File: src/e13_pkg.sv
// Package for the EAN-13 symbol decoder: symbol tables, types and result codes.
package e13_pkg;

    localparam int unsigned SYMBOLS_PER_CODE = 12;
    localparam int unsigned LEFT_SYMBOLS     = SYMBOLS_PER_CODE / 2;
    localparam int unsigned NUM_DIGITS       = 10;
    localparam int unsigned SYM_W            = 7;
    localparam int unsigned DIG_W            = 4;
    localparam int unsigned POS_W            = 4;
    localparam int unsigned PAR_W            = 5;

    typedef logic [SYM_W-1:0] t_sym;
    typedef logic [DIG_W-1:0] t_digit;
    typedef logic [POS_W-1:0] t_pos;
    typedef logic [PAR_W-1:0] t_par;

    localparam t_sym TAB_L [NUM_DIGITS] = '{
        7'h0D, 7'h19, 7'h13, 7'h3D, 7'h23, 7'h31, 7'h2F, 7'h3B, 7'h37, 7'h0B
    };
    localparam t_sym TAB_G [NUM_DIGITS] = '{
        7'h27, 7'h33, 7'h1B, 7'h21, 7'h1D, 7'h39, 7'h05, 7'h11, 7'h09, 7'h17
    };
    localparam t_sym TAB_R [NUM_DIGITS] = '{
        7'h72, 7'h66, 7'h6C, 7'h42, 7'h5C, 7'h4E, 7'h50, 7'h44, 7'h48, 7'h74
    };
    localparam t_par LEAD_PAT [NUM_DIGITS] = '{
        5'd31, 5'd20, 5'd18, 5'd17, 5'd12, 5'd6, 5'd3, 5'd10, 5'd9, 5'd5
    };

    typedef enum logic [1:0] {
        RC_VALID      = 2'd0,
        RC_BAD_SYMBOL = 2'd1,
        RC_BAD_PARITY = 2'd2,
        RC_CHECK      = 2'd3
    } t_result_code;

    typedef struct packed {
        t_digit digit;
        logic   found;
        logic   par;
    } t_match;

    typedef struct packed {
        t_digit       digit;
        t_pos         digit_index;
        logic         symbol_bad;
        logic         done_res;
        t_digit       first_digit;
        t_result_code result_code;
    } t_res;

endpackage

File: src/e13_if.sv
// Valid/ready channel interfaces for symbol input beats and digit result beats.
interface ean13_in_if;
    logic                 valid;
    logic                 ready;
    logic [6:0]           symbol;
    logic                 start_req;

    modport source (output valid, output symbol, output start_req, input ready);
    modport sink   (input valid, input symbol, input start_req, output ready);
endinterface

interface ean13_out_if;
    logic                 valid;
    logic                 ready;
    logic [3:0]           digit;
    logic [3:0]           digit_index;
    logic                 symbol_bad;
    logic                 done_res;
    logic [3:0]           first_digit;
    logic [1:0]           result_code;

    modport source (output valid, output digit, output digit_index, output symbol_bad,
                    output done_res, output first_digit, output result_code, input ready);
    modport sink   (input valid, input digit, input digit_index, input symbol_bad,
                    input done_res, input first_digit, input result_code, output ready);
endinterface

File: src/e13_sym_match.sv
// Table match of one 7-module symbol against the L/G or R code sets.
module e13_sym_match (
    input  e13_pkg::t_sym   i_symbol,
    input  logic            i_right,
    output e13_pkg::t_match o_match
);
    import e13_pkg::*;

    always_comb begin
        o_match = '0;
        for (int k = NUM_DIGITS - 1; k >= 0; k--) begin
            if (i_right) begin
                if (TAB_R[k] == i_symbol) begin
                    o_match.digit = DIG_W'(k);
                    o_match.found = 1'b1;
                    o_match.par   = 1'b0;
                end
            end else if (TAB_L[k] == i_symbol) begin
                o_match.digit = DIG_W'(k);
                o_match.found = 1'b1;
                o_match.par   = 1'b1;
            end else if (TAB_G[k] == i_symbol) begin
                o_match.digit = DIG_W'(k);
                o_match.found = 1'b1;
                o_match.par   = 1'b0;
            end
        end
    end

endmodule

File: src/e13_code_state.sv
// Per-code state: position, parity pattern, check sum, and the result of each symbol.
module e13_code_state (
    input  logic            i_clk,
    input  logic            i_rst_n,
    input  logic            i_adv,
    input  logic            i_start_req,
    input  e13_pkg::t_match i_match,
    output logic            o_right,
    output e13_pkg::t_res   o_res
);
    import e13_pkg::*;

    t_pos        r_position, n_position;
    t_par        r_parity,   n_parity;
    t_digit      r_sum,      n_sum;
    logic        r_bad,      n_bad;

    t_pos        pos;
    t_par        par_cur;
    t_digit      sum_cur;
    logic        bad_cur;
    logic [5:0]  wsum;
    logic [4:0]  total_raw;
    t_digit      total;
    t_digit      expect_d;
    logic        pat_ok;
    t_digit      first;
    logic        last;

    always_comb begin
        if (i_start_req || (r_position >= POS_W'(SYMBOLS_PER_CODE))) begin
            pos     = '0;
            par_cur = '0;
            sum_cur = '0;
            bad_cur = 1'b0;
        end else begin
            pos     = r_position;
            par_cur = r_parity;
            sum_cur = r_sum;
            bad_cur = r_bad;
        end
    end

    assign o_right = (pos >= POS_W'(LEFT_SYMBOLS));
    assign last    = (pos == POS_W'(SYMBOLS_PER_CODE - 1));

    always_comb begin
        pat_ok = 1'b0;
        first  = '0;
        for (int k = NUM_DIGITS - 1; k >= 0; k--) begin
            if (LEAD_PAT[k] == par_cur) begin
                pat_ok = 1'b1;
                first  = DIG_W'(k);
            end
        end
    end

    always_comb begin
        if (pos[0] == 1'b0) begin
            wsum = 6'(sum_cur) + 6'({i_match.digit, 1'b0}) + 6'(i_match.digit);
        end else begin
            wsum = 6'(sum_cur) + 6'(i_match.digit);
        end
        priority if (wsum >= 6'd30) begin
            n_sum = DIG_W'(wsum - 6'd30);
        end else if (wsum >= 6'd20) begin
            n_sum = DIG_W'(wsum - 6'd20);
        end else if (wsum >= 6'd10) begin
            n_sum = DIG_W'(wsum - 6'd10);
        end else begin
            n_sum = DIG_W'(wsum);
        end
        if (last) begin
            n_sum = '0;
        end

        total_raw = 5'(sum_cur) + 5'(first);
        total     = (total_raw >= 5'd10) ? DIG_W'(total_raw - 5'd10) : DIG_W'(total_raw);
        expect_d  = (total == '0) ? '0 : DIG_W'(5'd10 - 5'(total));
    end

    always_comb begin
        n_bad      = bad_cur | ~i_match.found;
        n_parity   = par_cur;
        n_position = pos + POS_W'(1);
        if ((pos >= POS_W'(1)) && (pos < POS_W'(LEFT_SYMBOLS))) begin
            n_parity = {par_cur[PAR_W-2:0], i_match.par & i_match.found};
        end

        o_res             = '0;
        o_res.digit       = i_match.digit;
        o_res.digit_index = pos + POS_W'(1);
        o_res.symbol_bad  = ~i_match.found;
        o_res.result_code = RC_VALID;
        if (last) begin
            o_res.done_res    = 1'b1;
            o_res.first_digit = first;
            priority if (n_bad) begin
                o_res.result_code = RC_BAD_SYMBOL;
            end else if (!pat_ok) begin
                o_res.result_code = RC_BAD_PARITY;
            end else if (i_match.digit != expect_d) begin
                o_res.result_code = RC_CHECK;
            end else begin
                o_res.result_code = RC_VALID;
            end
            n_position = '0;
            n_parity   = '0;
            n_bad      = 1'b0;
        end
    end

    always_ff @(posedge i_clk) begin
        if (!i_rst_n) begin
            r_position <= '0;
            r_parity   <= '0;
            r_sum      <= '0;
            r_bad      <= 1'b0;
        end else if (i_adv) begin
            r_position <= n_position;
            r_parity   <= n_parity;
            r_sum      <= n_sum;
            r_bad      <= n_bad;
        end
    end

endmodule

File: src/ean13_symbol_decoder.sv
// Top level of the EAN-13 symbol decoder: input register, decode, result register.
// One symbol beat per cycle in, one digit beat per cycle out while o_dig.ready is high.
// Each symbol beat is captured in an input register, matched against the L/G tables
// (symbols 1 to 6) or the R table (symbols 7 to 12), and its digit is then written to
// the result register; the sustained rate of one beat per cycle is set by the single
// pass through table match and check-sum update between the two registers. The twelfth
// beat of a code also carries done_res, the leading digit from the parity pattern and the
// status. start_req on a beat drops any partial code; after the twelfth beat the next
// beat starts a new code on its own.
module ean13_symbol_decoder (
    input  logic        i_clk,
    input  logic        i_rst_n,
    ean13_in_if.sink    i_sym,
    ean13_out_if.source o_dig
);
    import e13_pkg::*;

    logic   r_in_valid;
    t_sym   r_symbol;
    logic   r_start;
    logic   r_out_valid;
    t_res   r_res;

    logic   adv;
    logic   right;
    t_match match;
    t_res   res;

    assign adv         = r_in_valid && (!r_out_valid || o_dig.ready);
    assign i_sym.ready = !r_in_valid || adv;

    e13_sym_match u_match (
        .i_symbol (r_symbol),
        .i_right  (right),
        .o_match  (match)
    );

    e13_code_state u_state (
        .i_clk       (i_clk),
        .i_rst_n     (i_rst_n),
        .i_adv       (adv),
        .i_start_req (r_start),
        .i_match     (match),
        .o_right     (right),
        .o_res       (res)
    );

    always_ff @(posedge i_clk) begin
        if (!i_rst_n) begin
            r_in_valid <= 1'b0;
        end else if (i_sym.ready) begin
            r_in_valid <= i_sym.valid;
        end
    end

    always_ff @(posedge i_clk) begin
        if (i_sym.ready && i_sym.valid) begin
            r_symbol <= i_sym.symbol;
            r_start  <= i_sym.start_req;
        end
    end

    always_ff @(posedge i_clk) begin
        if (!i_rst_n) begin
            r_out_valid <= 1'b0;
        end else if (adv) begin
            r_out_valid <= 1'b1;
        end else if (o_dig.ready) begin
            r_out_valid <= 1'b0;
        end
    end

    always_ff @(posedge i_clk) begin
        if (adv) begin
            r_res <= res;
        end
    end

    assign o_dig.valid       = r_out_valid;
    assign o_dig.digit       = r_res.digit;
    assign o_dig.digit_index = r_res.digit_index;
    assign o_dig.symbol_bad  = r_res.symbol_bad;
    assign o_dig.done_res    = r_res.done_res;
    assign o_dig.first_digit = r_res.first_digit;
    assign o_dig.result_code = r_res.result_code;

endmodule
File: src/flat_wrapper.sv
// flat-port wrapper written by rule: the top's interface ports become plain ports
module ean13_symbol_decoder_flat import e13_pkg::*;
  (i_clk, i_rst_n, i_sym_valid, i_sym_symbol, i_sym_start_req, i_sym_ready, o_dig_valid, o_dig_digit, o_dig_digit_index, o_dig_symbol_bad, o_dig_done_res, o_dig_first_digit, o_dig_result_code, o_dig_ready);
  ean13_in_if i_sym_i ();
  ean13_out_if o_dig_i ();
  input  logic i_clk;
  input  logic i_rst_n;
  input wire logic [$bits(i_sym_i.valid)-1:0] i_sym_valid;
  input wire logic [$bits(i_sym_i.symbol)-1:0] i_sym_symbol;
  input wire logic [$bits(i_sym_i.start_req)-1:0] i_sym_start_req;
  output wire logic [$bits(i_sym_i.ready)-1:0] i_sym_ready;
  output wire logic [$bits(o_dig_i.valid)-1:0] o_dig_valid;
  output wire logic [$bits(o_dig_i.digit)-1:0] o_dig_digit;
  output wire logic [$bits(o_dig_i.digit_index)-1:0] o_dig_digit_index;
  output wire logic [$bits(o_dig_i.symbol_bad)-1:0] o_dig_symbol_bad;
  output wire logic [$bits(o_dig_i.done_res)-1:0] o_dig_done_res;
  output wire logic [$bits(o_dig_i.first_digit)-1:0] o_dig_first_digit;
  output wire logic [$bits(o_dig_i.result_code)-1:0] o_dig_result_code;
  input wire logic [$bits(o_dig_i.ready)-1:0] o_dig_ready;
  assign i_sym_i.valid = i_sym_valid;
  assign i_sym_i.symbol = i_sym_symbol;
  assign i_sym_i.start_req = i_sym_start_req;
  assign i_sym_ready = i_sym_i.ready;
  assign o_dig_valid = o_dig_i.valid;
  assign o_dig_digit = o_dig_i.digit;
  assign o_dig_digit_index = o_dig_i.digit_index;
  assign o_dig_symbol_bad = o_dig_i.symbol_bad;
  assign o_dig_done_res = o_dig_i.done_res;
  assign o_dig_first_digit = o_dig_i.first_digit;
  assign o_dig_result_code = o_dig_i.result_code;
  assign o_dig_i.ready = o_dig_ready;
  ean13_symbol_decoder u_core (.i_clk(i_clk), .i_rst_n(i_rst_n), .i_sym(i_sym_i), .o_dig(o_dig_i));
endmodule
File: config.mk
export PLATFORM = sky130hd
export DESIGN_NAME = ean13_symbol_decoder_flat
export DESIGN_NICKNAME = d
export VERILOG_FILES = /design/src/e13_pkg.sv /design/src/e13_if.sv /design/src/e13_sym_match.sv /design/src/e13_code_state.sv /design/src/ean13_symbol_decoder.sv /design/src/flat_wrapper.sv
export SDC_FILE = /design/constraint.sdc
export NUM_CORES = 1
export LEC_CHECK = 0
export BUFFER_PORTS_ARGS = -buffer_cell sky130_fd_sc_hd__buf_4
export CAP_MARGIN = 30
export CORE_ASPECT_RATIO = 1.2
export CORE_UTILIZATION = 48
export DETAILED_ROUTE_END_ITERATION = 8
export GPL_TIMING_DRIVEN = 0
export MAX_ROUTING_LAYER = met4
export PLACE_DENSITY = 0.72
export SLEW_MARGIN = 40
export SYNTH_ARGS = -nofsm -noshare
export SYNTH_HDL_FRONTEND = slang
export SYNTH_HIERARCHICAL = 1
export SYNTH_SLANG_ARGS = --single-unit
File: constraint.sdc
create_clock -name i_clk -period 7 [get_ports i_clk]
set_input_delay 0.7 -clock i_clk [delete_from_list [all_inputs] [get_ports i_clk]]
set_output_delay 0.7 -clock i_clk [all_outputs]
set_load 0.02 [all_outputs]
Word-level counts from Yosys, hierarchy flattened
Index checks and enable logic that the tools add are counted.
{"block": "op_classes", "add_sub_neg": 10, "n_lt_le_gt_ge": 8, "n_eq_ne": 42, "muxes": 81, "n_bitwise": 4, "n_reduce_logical": 11}
{"cell": "$mux 6", "n": 41}
{"cell": "$mux 4", "n": 19}
{"cell": "$eq 6x7->1 const A", "n": 10}
{"cell": "$eq 7x7->1 const A", "n": 10}
{"cell": "$eq 5x7->1 const A", "n": 6}
{"cell": "$eq 4x7->1 const A", "n": 3}
{"cell": "$eq 5x5->1 const A", "n": 4}
{"cell": "$eq 4x5->1 const A", "n": 3}
{"cell": "$mux 5", "n": 3}
{"cell": "$mux 1", "n": 14}
{"cell": "$ge 6x5->1 const B", "n": 2}
{"cell": "$sub 4x4->4 const B", "n": 3}
{"cell": "$add 4x4->5", "n": 2}
{"cell": "$eq 3x5->1 const A", "n": 2}
{"cell": "$eq 3x7->1 const A", "n": 1}
{"cell": "$mux 7", "n": 1}
{"cell": "$add 4x5->6", "n": 1}
{"cell": "$add 6x4->6", "n": 1}
{"cell": "$ge 6x4->1 const B", "n": 1}
{"cell": "$mux 2", "n": 3}
{"cell": "$eq 2x5->1 const A", "n": 1}
{"cell": "$ge 5x4->1 const B", "n": 1}
{"cell": "$add 4x1->4 const B", "n": 1}
{"cell": "$eq 4x4->1 const B", "n": 1}
{"cell": "other kinds (16)", "n": 22}
{"block": "totals", "register_bits": 40, "in_bits": 12, "elab_cells": 171}

Logic depth before layout (Yosys ltp)
Gate-level depths: netlist of the first run.
{"block": "depth", "word_depth": 40, "depth_mapped": 26}

By module
Netlist of the first run, hierarchy kept.
{"mod": "e13_code_state", "n_inst": 1, "cells_per_inst": 280, "area_each_um2": 2137.0, "seq_area_each_um2": 280.3}
{"mod": "ean13_symbol_decoder", "n_inst": 1, "cells_per_inst": 33, "area_each_um2": 824.5, "seq_area_each_um2": 760.7}
{"mod": "e13_sym_match", "n_inst": 1, "cells_per_inst": 90, "area_each_um2": 574.3, "seq_area_each_um2": 0.0}

Worst setup path before layout of the first run
No wires, ideal clock.
{"block": "synth_timing", "kind": "reg2reg", "start": "reg u_core.r_start", "end": "reg u_core.u_state.r_sum[3]", "setup_ps": 128, "arrival_ps": 5456, "required_time_ps": 6872, "slack_ps": 1415, "stages_incl_launch_ff": 25, "n_path_buf": 1, "period_less_slack_ps": 5585, "cell_sequence": "edfxtp_1 a21oi_4 clkbuf_1 nand2_1 inv_1 ha_1 o21ai_0 a21oi_1 nand3b_1 or4_1 a31oi_1 nor3_1 o21ai_0 fa_1 fa_1 nand2_1 o21ai_1 inv_1 ha_1 a21boi_1 a211oi_2 nor3_1 a221o_1 a221oi_1 a211oi_1"}
{"item": "start: declaration", "line": "ean13_symbol_decoder.sv:20", "source": "logic r_start;"}
{"item": "start signal: assignment", "line": "ean13_symbol_decoder.sv:59", "source": "r_start <= i_sym.start_req;"}
{"item": "end signal: assignment", "line": "e13_code_state.sv:122", "source": "r_sum <= n_sum;"}
{"item": "end: declaration", "line": "e13_code_state.sv:15", "source": "t_digit r_sum, n_sum;"}

==> run_results.csv, run 1 <==
group,metric,value,unit
floorplan,core_area,6980,sq um
cells_and_area,nNetsFinal,482,
power,comb_power_share,23.8,%
routing,wl_met3,272,um
power,pwr-share-seq,47.2,%
sta,fin_skew,0.00971,ns
global_route,grt_pass1_wl,13300,um
global_route,grt_max_degree,21,
placement,port_buffers,29,
worst_setup_path,cp_top_family,"compound AO/OA/AOI/OAI gates",
worst_setup_path,cp-start-kind,"flip-flop",
clocking,cts_hold_buf,0,
cells_and_area,final_area,4000,sq um
job,max_cap_viol_count,0,
cells_and_area,syn_to_final_growth,13.1,%
floorplan,start_util,50.7,%
global_route,grt_pass1_vias,2884,
routing,drt-initial-drc-count,137,
sta,report.final.hold_viol_count,0,
synthesis,yosysSeqAreaShare,29.4,%
sta,rsz0062_at_grt,"no",
synthesis,yosys.area_share.xor_xnor,4.95,%
routing,wl_per_cell,15.5,um
sta,post-route-period-util,94.0,%
synthesis,syn_avg_cell_area,8.77,sq um
sta,tns,0,ns
clocking,cts_setup_buffers,0,
routing,routed.top_layer,"met4",
routing,routed_wl,8200,um
worst_setup_path,worst-setup-path-type,"flip-flop to flip-flop",
synthesis,async_flop_share,0,%
placement,dpl_cell_area,3910,sq um
routing,drc,0,
floorplan,fp-row-count,33,
clocking,tritoncts,"built",
synthesis,ys_types,78,
synthesis,synthMuxAreaShare,1.80,%
synthesis,yosys_warnings,6,
sta,hold-worst-slack,0.461,ns
synthesis,synth_top_area_cell,"edfxtp_1",
clocking,cts_buffers,5,
power,switchingPower,169,uW
worst_setup_path,crit_arrival,6.75,ns
routing,viasPerCell,5.93,
floorplan,pin_count,30,
clocking,cts_root_buf,"clkbuf_8",
floorplan,die_w,80.4,um
floorplan,die_y,96.0,um
global_route,overflow,0,
worst_setup_path,slowest_delay,0.73,ns
synthesis,synth_top_family_by_area,"simple AND/OR/NAND/NOR gates",
synthesis,synth_simple_gate_area_share,23.3,%
clocking,clk_pin_slew,0.08,ns
floorplan,die_area,7720,sq um
sta,maxSlewViolCount,0,
synthesis,mappedNetlistArea,3540,sq um
clocking,cts-root-to-sink-buffers,2,
routing,num_vias,3133,
synthesis,synth_edf_count,24,
worst_setup_path,setup.worst_path.end_class,"flip-flop",
global_route,grt_usage,22.9,%
power,power,565,uW
cells_and_area,n_antenna_cell,0,
synthesis,synth_top_cell_area_share,20.4,%
routing,ant_nets,0,
sta,min_period,6.58,ns
power,internal_power,395,uW
sta,final-setup-viol-count,0,
synthesis,synth-main-ff-cell,"edfxtp_1",
worst_setup_path,path_common_cell,"ha_1",
sta,tightestPinTransition,0.869,ns
worst_setup_path,crit_required,7.17,ns
clocking,cts_sinks,40,
cells_and_area,fill_cells,656,
synthesis,syn-num-nets,445,
cells_and_area,fin_util,57.3,%
routing,first_pass_iters,4,
power,p_clk_share,29.1,%
worst_setup_path,slowest_stage,"nor3b_1",
power,switching_share,30.0,%
synthesis,synth_compound_area_share,23.2,%
sta,max_slew_margin,42.0,%
clocking,h-tree-depth,2,
worst_hold_path,hold_path.class,"flip-flop to flip-flop",
synthesis,synth.ff_latch_count,40,
power,powerDensity,141,nW/um^2
cells_and_area,drive_above_1_share,17.9,%
power,vdd_drop_max,0.0742,mV
clocking,clock_latency,0.29,ns
global_route,antenna_found_initial,0,
worst_setup_path,worst-path-max-fanout,10,
worst_setup_path,critical_path_buf_inv_count,3,
synthesis,synth_fa_ha_area_share,11.9,%
clocking,ctsResizeCount,0,
routing,wl_met1,3660,um
sta,max_freq,152,MHz
placement,hpwl,6300,um
routing,wl_met2,4140,um
synthesis,synthTopCellsByArea,"edfxtp_1, dfxtp_1, ha_1, a21oi_1, nand2_1",
power,leakage,0.00164,uW
outcome,outcome,"finished, final reports clean",
placement,gp_congestion,0.900,
synthesis,syn_inst,403,
sequential cells by signal, summed over array words and instances, names as in the netlist:
name and cells:
u_core/r_symbol 7, u_core/u_state/r_parity 5, u_core/o_dig.digit 4, u_core/o_dig.digit_index 4
u_core/o_dig.first_digit 4, u_core/u_state/r_position 4, u_core/u_state/r_sum 4, u_core/o_dig.result_code 2
u_core/o_dig.done_res 1, u_core/o_dig.symbol_bad 1, u_core/o_dig.valid 1, u_core/r_in_valid 1
u_core/r_start 1, u_core/u_state/r_bad 1
cell usage in the layout, fill, tap and decap left out, types with 5 or more instances in the layout:
| master | instances |
|---|---|
| nand2_1 | 38 |
| buf_4 | 35 |
| a21oi_1 | 30 |
| nor2_1 | 29 |
| edfxtp_1 | 24 |
| ha_1 | 24 |
| dfxtp_1 | 16 |
| xnor2_1 | 14 |
| o21ai_0 | 12 |
| and2_1 | 11 |
| nor3_1 | 11 |
| nand3_1 | 11 |
| clkbuf_1 | 10 |
| inv_1 | 8 |
| a31oi_1 | 8 |
| nand2b_1 | 8 |
| a22oi_1 | 8 |
| buf_2 | 7 |
| a21o_1 | 7 |
| clkbuf_8 | 6 |
| nor3b_1 | 6 |
| o21ai_1 | 6 |
| xor2_1 | 6 |
| fa_1 | 6 |
| inv_2 | 5 |
worst min-delay path, cell delays in order, from the launching register on:
cell	delay (ns)
dfxtp_1	0.31
nand2_1	0.06
a21oi_1	0.05
per-stage QoR:
step	setup slack, ns	cells
floorplan	1.42	403
global placement	0.475	519
detailed placement	0.412	520
CTS	0.380	528
global route	0.0151	528
finish	0.420	528
power by group through the flow:
stage          Combinational, uW  Clock (uW)  Sequential, uW
2_1_floorplan               90.0           0             276
3_3_place_gp                 127           0             271
3_5_place_dp                 132           0             272
4_1_cts                      133         168             266
5_1_grt                      148         175             268
6_report                     134         164             266
cells in the mapped netlist, types with 3 or more instances:
library cell and instances:
o21ai_0 13, o21a_1 3, a211oi_1 4, inv_2 5
xor2_1 6, and2_1 11, nand3_1 11, clkbuf_1 8
nand2b_1 8, o21ai_1 6, a21o_1 7, a22oi_1 8
or3b_1 3, o211ai_1 3, edfxtp_1 24, nor4_1 4
ha_1 24, nor3b_1 6, dfxtp_1 16, a21oi_1 30
a31oi_1 8, buf_4 6, nor3_1 11, nand2_1 38
xnor2_1 14, nor2_1 29, nor2b_1 5, fa_1 6
nand3b_1 4, inv_1 8, buf_2 7, o31ai_1 4
a21boi_1 3, mux2i_1 3
metal layers:
metal	track usage [%]	up-vias
li1	-	1554
met1	27.8	1497
met2	40.0	72
met3	2.18	10
met4	6.70	0
met5	-	-
worst paths after layout:
path	from	to	slack, ns	cells past startpoint
setup reg to reg	u_core/u_state/r_position[2]$_SDFFE_PN0P_	u_core/u_state/r_sum[3]$_SDFFE_PN0P_	0.42	25
hold / removal	u_core/u_state/r_sum[0]$_SDFFE_PN0P_	u_core/u_state/r_sum[0]$_SDFFE_PN0P_	0.46	2
hold reg to reg	u_core/u_state/r_sum[0]$_SDFFE_PN0P_	u_core/u_state/r_sum[0]$_SDFFE_PN0P_	0.46	2
setup / recovery	u_core/u_state/r_position[2]$_SDFFE_PN0P_	u_core/u_state/r_sum[3]$_SDFFE_PN0P_	0.42	25
area by class of cell:
cell class,instances,area [sq um],share of cell area (%)
multi-input combinational,324,2320,58.0
clock buffer,8,90.1,2.25
inverter,14,52.6,1.31
sequential,40,1040,26.0
timing repair buffer,30,245,6.13
buffer,25,140,3.50
tap,87,109,2.72
logic make-up after synthesis:
family / Yosys count
mux: 6
flops: 40
compound gates: 117
xor+xnor: 20
simple gates: 151
buf+inv: 39
fa+ha+maj: 30
Note: power is estimated with default switching activity, not from simulation.
==> inputs of run 2 (changes only) <==
--- a/config.mk
+++ b/config.mk
@@ -8,11 +8,12 @@
 export BUFFER_PORTS_ARGS = -buffer_cell sky130_fd_sc_hd__buf_4
 export CAP_MARGIN = 30
 export CORE_ASPECT_RATIO = 1.2
+export CORE_MARGIN = 5
 export CORE_UTILIZATION = 48
 export DETAILED_ROUTE_END_ITERATION = 8
 export GPL_TIMING_DRIVEN = 0
 export MAX_ROUTING_LAYER = met4
-export PLACE_DENSITY = 0.72
+export PLACE_DENSITY = 0.75
 export SLEW_MARGIN = 40
 export SYNTH_ARGS = -nofsm -noshare
 export SYNTH_HDL_FRONTEND = slang
==> constraint.sdc (replaced) <==
create_clock -name i_clk -period 6 [get_ports i_clk]
set_input_delay 0.6 -clock i_clk [delete_from_list [all_inputs] [get_ports i_clk]]
set_output_delay 0.6 -clock i_clk [all_outputs]
set_load 0.02 [all_outputs]
==> run 2 against run 1 <==
Against the previous run: wire length rose by 3.4%; register-to-register slack worse by 0.13 ns; die area is 19% higher; global-route usage is 3.6 points lower; first-iteration DRC count is 19% higher; cell area increased by 3.8%; utilization rose by 0.081 points; via count increased by 2.1%; worst hold slack improved by 0.012 ns; largest cell class unchanged.
==> run_results.csv, run 2 (synthesis gave the netlist of run 1 again) <==
group,metric,value,unit
clocking,clock_latency,0.29,ns
worst_setup_path,crit_arrival,5.88,ns
power,vdd_drop_max,0.0740,mV
placement,hpwl,6270,um
job,max_cap_viol_count,0,
routing,drc,0,
cells_and_area,n_antenna_cell,0,
sta,maxSlewViolCount,0,
routing,routed_wl,8480,um
cells_and_area,layout_commonest_cell,"buf_4",
sta,fin_skew,0.00493,ns
sta,tightestPinTransition,0.660,ns
sta,max_slew_margin,56.0,%
placement,dpl_cell_area,3910,sq um
worst_setup_path,crit_required,6.18,ns
floorplan,fp-row-count,34,
global_route,grtUsageMet1,22.9,%
cells_and_area,largest-register,"u_core/r_symbol",
global_route,grt_use_met3,2.38,%
routing,first_pass_iters,5,
power,powerDensity,161,nW/um^2
floorplan,pin_count,30,
global_route,grt_pass1_vias,3039,
global_route,grt_pass1_wl,14200,um
global_route,grt_max_degree,22,
cells_and_area,multi_input_area,2350,sq um
routing,viasPerCell,5.87,
clocking,cts_buffers,5,
clocking,cts-root-to-sink-buffers,2,
clocking,h-tree-depth,2,
cells_and_area,fin_util,57.4,%
routing,num_vias,3200,
global_route,antenna_found_initial,0,
cells_and_area,area.sequential,1040,sq um
placement,gp_congestion,0.886,
clocking,cts_hold_buf,0,
global_route,overflow,0,
sta,min_period,5.71,ns
cells_and_area,drive_above_1_share,22.4,%
routing,wl_per_cell,15.6,um
floorplan,die_y,104,um
placement,port_buffers,29,
placement,dp_slack,-0.618,ns
worst_hold_path,hold_path.class,"flip-flop to flip-flop",
cells_and_area,largest_register_ff_count,7,
cells_and_area,most-common-layout-cells,"buf_4, nand2_1, nor2_1",
worst_setup_path,setup.worst_path.end_class,"flip-flop",
global_route,met2_usage,33.2,%
worst_setup_path,cp-start-kind,"flip-flop",
cells_and_area,nNetsFinal,496,
routing,ant_nets,0,
clocking,cts_sinks,40,
global_route,grt_usage,19.2,%
clocking,clk_pin_slew,0.08,ns
sta,max_freq,175,MHz
clocking,cts_root_buf,"clkbuf_8",
cells_and_area,biggestRegsByFlops,"u_core/r_symbol: 7 flops, u_core/u_state/r_parity: 5 flops",
floorplan,die_area,9190,sq um
sta,hold-worst-slack,0.473,ns
routing,drt-initial-drc-count,163,
sta,final-setup-viol-count,0,
worst_setup_path,worst-path-max-fanout,10,
outcome,outcome,"finished, final reports clean",
worst_setup_path,worst-setup-path-type,"flip-flop to flip-flop",
floorplan,start_util,48.9,%
cells_and_area,final_area,4150,sq um
clocking,tritoncts,"built",
sta,report.final.hold_viol_count,0,
global_route,busiest_layer,"met2",
cells_and_area,fill_cells,672,
sta,finalWorstSetupSlack,0.294,ns
cells_and_area,syn_to_final_growth,17.4,%
floorplan,core_area,7230,sq um
floorplan,die_w,88.4,um
power,leakage,0.00173,uW
sta,post-route-period-util,95.1,%
run 2: layout make-up:
cell class	instances	area share [%]
Inverter	14	1.27
Timing Repair Buffer	44	8.44
Clock buffer	7	2.08
Tap cell	90	2.71
Buffer	25	3.56
Multi-Input combinational cell	324	56.7
Clock inverter	1	0.151
Sequential cell	40	25.1
run 2: final timing paths:
kind,startpoint,cells after the start,slack [ns],end
setup / recovery,u_core/r_start$_DFFE_PP_,25,0.29,u_core/u_state/r_sum[3]$_SDFFE_PN0P_
hold / removal,u_core/u_state/r_sum[2]$_SDFFE_PN0P_,2,0.47,u_core/u_state/r_sum[2]$_SDFFE_PN0P_
setup reg to reg,u_core/r_start$_DFFE_PP_,25,0.29,u_core/u_state/r_sum[3]$_SDFFE_PN0P_
hold reg to reg,u_core/u_state/r_sum[2]$_SDFFE_PN0P_,2,0.47,u_core/u_state/r_sum[2]$_SDFFE_PN0P_
run 2: timing repair:
action	in CTS	in global routing
buffers inserted	2	12
pin swaps	1	5
setup endpoints to repair	3	3
gates resized for setup	5	8
run 2: worst max-delay path, cell delays in order (launching register included):
cell	delay, ns
edfxtp_1	0.52
a21oi_4	0.26
buf_6	0.17
nand2_1	0.10
inv_1	0.10
ha_1	0.14
o21ai_0	0.10
a21oi_2	0.27
and3b_1	0.27
a22oi_2	0.08
nor4_1	0.26
a41oi_1	0.13
o211ai_1	0.24
fa_1	0.47
ha_1	0.24
fa_1	0.41
xnor2_1	0.16
nand2_1	0.09
o21a_2	0.18
ha_1	0.20
o21bai_1	0.17
a211oi_2	0.31
nor3_1	0.08
a221o_1	0.33
a221oi_1	0.22
a211oi_1	0.08
run 2: per-stage QoR:
| step | TNS, ns | std cells | total power, uW |
|---|---|---|---|
| 2_1_floorplan | 0 | 403 | 427 |
| 6_report | 0 | 545 | 668 |
| 3_5_place_dp | -1.79 | 523 | 471 |
| 3_3_place_gp | -1.31 | 522 | 463 |
| 5_1_grt | -0.0871 | 545 | 699 |
| 4_1_cts | 0 | 533 | 662 |
run 2: power breakdown:
group	switching [uW]	internal, uW	leakage, uW
Sequential	8.28	303	0.000353
Combinational	95.2	71.0	0.00133
Clock	97.4	93.9	0.0000488
Total	201	467	0.00173
run 2: metal layers:
metal | wire length [um] | up-vias
met5 | 0 | -
met3 | 430 | 18
met1 | 3540 | 1486
li1 | - | 1579
met2 | 4320 | 117
met4 | 184 | 0
==> inputs of run 3 (changes only) <==
--- a/config.mk
+++ b/config.mk
@@ -5,6 +5,7 @@
 export SDC_FILE = /design/constraint.sdc
 export NUM_CORES = 1
 export LEC_CHECK = 0
+export ABC_AREA = 1
 export BUFFER_PORTS_ARGS = -buffer_cell sky130_fd_sc_hd__buf_4
 export CAP_MARGIN = 30
 export CORE_ASPECT_RATIO = 1.2
==> run 3 against run 2 <==
Against the previous run: non-clock buffer count shrank 28; synthesized cell count grew 21%; register-to-register slack better by 0.21 ns; combinational power down 8%; first-iteration DRC count increased by 25%; utilization shrank 2.7 points; wire length decreased by 8.7%; power decreased by 4.1%; cell area decreased by 5.9%; via count grew 0.53%; maximum frequency grew 3.9%; clock power down 7%; critical path type unchanged; critical endpoint unchanged; largest cell class unchanged; largest power group unchanged.
==> run_results.csv, run 3 <==
group,metric,value,unit
outcome,outcome,"finished, final reports clean",
sta,report.final.hold_viol_count,0,
global_route,grt_pass1_vias,3037,
synthesis,synthMuxAreaShare,0,%
worst_setup_path,r2r_slack,0.51,ns
global_route,grt_pass1_wl,12900,um
sta,min_period,5.49,ns
synthesis,synth_edf_count,24,
floorplan,pin_count,30,
clocking,cts_sinks,40,
cells_and_area,largest-register,"u_core/r_symbol",
worst_setup_path,path_common_cell,"nand2_1",
synthesis,synth-main-ff-cell,"edfxtp_1",
worst_setup_path,endpoint,"u_core/u_state/r_sum[3]$_SDFFE_PN0P_",
clocking,cts_setup_buffers,0,
routing,drc,0,
cells_and_area,largest_register_ff_count,7,
sta,post-route-period-util,91.6,%
clocking,clock_latency,0.29,ns
clocking,clk_pin_slew,0.08,ns
worst_hold_path,hold_path.class,"flip-flop to flip-flop",
worst_setup_path,setup.worst_path.end_class,"flip-flop",
synthesis,async_flop_share,0,%
cells_and_area,fin_util,54.7,%
placement,dp_slack,-0.00294,ns
routing,routed_wl,7740,um
routing,drt-initial-drc-count,204,
synthesis,synth_compound_area_share,11.0,%
floorplan,die_w,87.5,um
synthesis,synth_top_area_cell,"edfxtp_1",
job,max_cap_viol_count,0,
routing,viasPerCell,5.23,
global_route,overflow,0,
cells_and_area,biggestRegsByFlops,"u_core/r_symbol: 7 flops, u_core/u_state/r_parity: 5 flops",
synthesis,synthTopCellsByArea,"edfxtp_1, nand2_1, dfxtp_1, ha_1, inv_1",
cells_and_area,multi_input_area,2030,sq um
placement,dp_cells,607,
cells_and_area,most-common-layout-cells,"nand2_1, inv_1, nand3_1",
placement,hpwl,6040,um
sta,max_slew_margin,58.8,%
power,vdd_drop_max,0.0945,mV
cells_and_area,n_antenna_cell,0,
floorplan,fp-row-count,34,
routing,first_pass_iters,5,
routing,ant_nets,0,
synthesis,ys_types,46,
global_route,antenna_found_initial,0,
worst_setup_path,worst-r2r-cell-count,28,
floorplan,start_util,48.4,%
synthesis,synth_common_cells,"nand2_1, inv_1, nand3_1, nor2_1, a21oi_1",
synthesis,yosysSeqAreaShare,30.1,%
placement,port_buffers,29,
worst_setup_path,slowest_stage,"fa_1",
sta,max_freq,182,MHz
cells_and_area,drive_above_1_share,17.5,%
sta,final-setup-viol-count,0,
routing,num_vias,3217,
synthesis,syn-num-nets,529,
worst_setup_path,worst-setup-path-type,"flip-flop to flip-flop",
power,leakage,0.00191,uW
cells_and_area,area.sequential,1040,sq um
synthesis,synth.ff_latch_count,40,
worst_setup_path,worst-path-max-fanout,10,
worst_setup_path,slowest_delay,0.57,ns
routing,wl_per_cell,12.6,um
worst_setup_path,crit_arrival,5.65,ns
clocking,cts_root_buf,"clkbuf_8",
cells_and_area,syn_to_final_growth,13.0,%
power,powerDensity,164,nW/um^2
placement,gp_congestion,0.976,
floorplan,die_y,103,um
synthesis,synth_fa_ha_area_share,12.2,%
cells_and_area,final_cell_count_no_fill,615,
clocking,cts_buffers,5,
synthesis,syn_avg_cell_area,7.10,sq um
sta,tns,0,ns
worst_setup_path,crit_required,6.15,ns
synthesis,syn_inst,487,
synthesis,yosysMostFrequentCell,"nand2_1",
sta,fin_skew,0.00819,ns
cells_and_area,layout_commonest_cell,"nand2_1",
floorplan,core_area,7150,sq um
worst_setup_path,critPathLaunch,"u_core/r_start$_DFFE_PP_",
synthesis,synth_top_cell_area_share,20.9,%
cells_and_area,nNetsFinal,566,
clocking,tritoncts,"built",
synthesis,synth_simple_gate_area_share,33.7,%
global_route,grt_usage,18.4,%
global_route,grt_max_degree,14,
worst_setup_path,timing.rr.start,"u_core/r_start$_DFFE_PP_",
floorplan,die_area,9000,sq um
sta,finalWorstSetupSlack,0.507,ns
clocking,cts-root-to-sink-buffers,2,
synthesis,mappedNetlistArea,3460,sq um
sta,rsz0062_at_grt,"no",
cells_and_area,fill_cells,706,
worst_setup_path,worstReg2RegEnd,"u_core/u_state/r_sum[3]$_SDFFE_PN0P_",
synthesis,yosys_warnings,6,
synthesis,yosys.area_share.xor_xnor,1.27,%
synthesis,synth_top_family_by_area,"simple AND/OR/NAND/NOR gates",
sta,tightestPinTransition,0.603,ns
sta,maxSlewViolCount,0,
clocking,h-tree-depth,2,
worst_setup_path,cp-start-kind,"flip-flop",
[run 3: critical path, delay by kind of cell (launching register included)]
kind	cells	cell delay [ns]
AOI/OAI and AO/OA	5	1.02
adders and majority gates	5	1.68
buffers and inverters	7	0.92
DFF	1	0.48
and+or+nand+nor	11	1.25
[run 3: cells by family (layout without fill, tap and decap cells)]
logic type	Yosys count	after routing
AND/OR/NAND/NOR	247	247
buffers and inverters	100	138
AO/OA/AOI/OAI	65	65
flip-flops	40	40
adder cells (fa/ha/maj)	30	30
XOR/XNOR	5	5
[run 3: report_power, final]
part	switching [uW]	internal, uW	total [uW]
clock	95.4	81.7	177
sequential	8.04	304	312
combinational	96.7	55.6	152
total	200	441	641
[run 3: cell type report]
class	count	share of cell area, %
Clock inverter	2	0.288
Inverter	89	8.62
Clock buffer	6	1.86
Buffer	11	1.79
Timing Repair Buffer	30	5.96
Tap cell	90	2.88
Multi-Input combinational cell	347	52.0
Sequential cell	40	26.6
[run 3: worst min-delay path by stage]
stage                                      endpoint  cells past startpoint                            startpoint
6_report       u_core/u_state/r_sum[3]$_SDFFE_PN0P_                      2  u_core/u_state/r_sum[3]$_SDFFE_PN0P_
2_1_floorplan     u_core/u_state/r_bad$_SDFFE_PN0P_                      2     u_core/u_state/r_bad$_SDFFE_PN0P_
3_3_place_gp      u_core/u_state/r_bad$_SDFFE_PN0P_                      2     u_core/u_state/r_bad$_SDFFE_PN0P_
4_1_cts        u_core/u_state/r_sum[3]$_SDFFE_PN0P_                      2  u_core/u_state/r_sum[3]$_SDFFE_PN0P_
3_5_place_dp   u_core/u_state/r_sum[3]$_SDFFE_PN0P_                      2  u_core/u_state/r_sum[3]$_SDFFE_PN0P_
5_1_grt                    u_core/r_start$_DFFE_PP_                      1                       i_sym_start_req
[run 3: routing by layer]
metal,part of all wire (%),global-route usage [%],vias up
li1,-,-,1640
met1,44,21.8,1462
met2,50,32.3,105
met3,4.7,2.80,10
met4,1.2,4.84,0
met5,0,-,-
[run 3: metrics by stage]
| stage | hold slack, ns | total power (uW) | cell area (sq um) |
|---|---|---|---|
| 6_report | 0.465 | 641 | 3910 |
| 5_1_grt | 0.466 | 681 | 3910 |
| 4_1_cts | 0.468 | 649 | 3900 |
| 3_5_place_dp | 0.456 | 468 | 3810 |
| 3_3_place_gp | 0.451 | 461 | 3790 |
| 2_1_floorplan | 0.445 | 427 | 3460 |
[run 3: repair_timing]
action,4_1_cts,5_1_grt
gates resized for setup,1,1
setup endpoints to repair,2,3
hold buffers,0,0
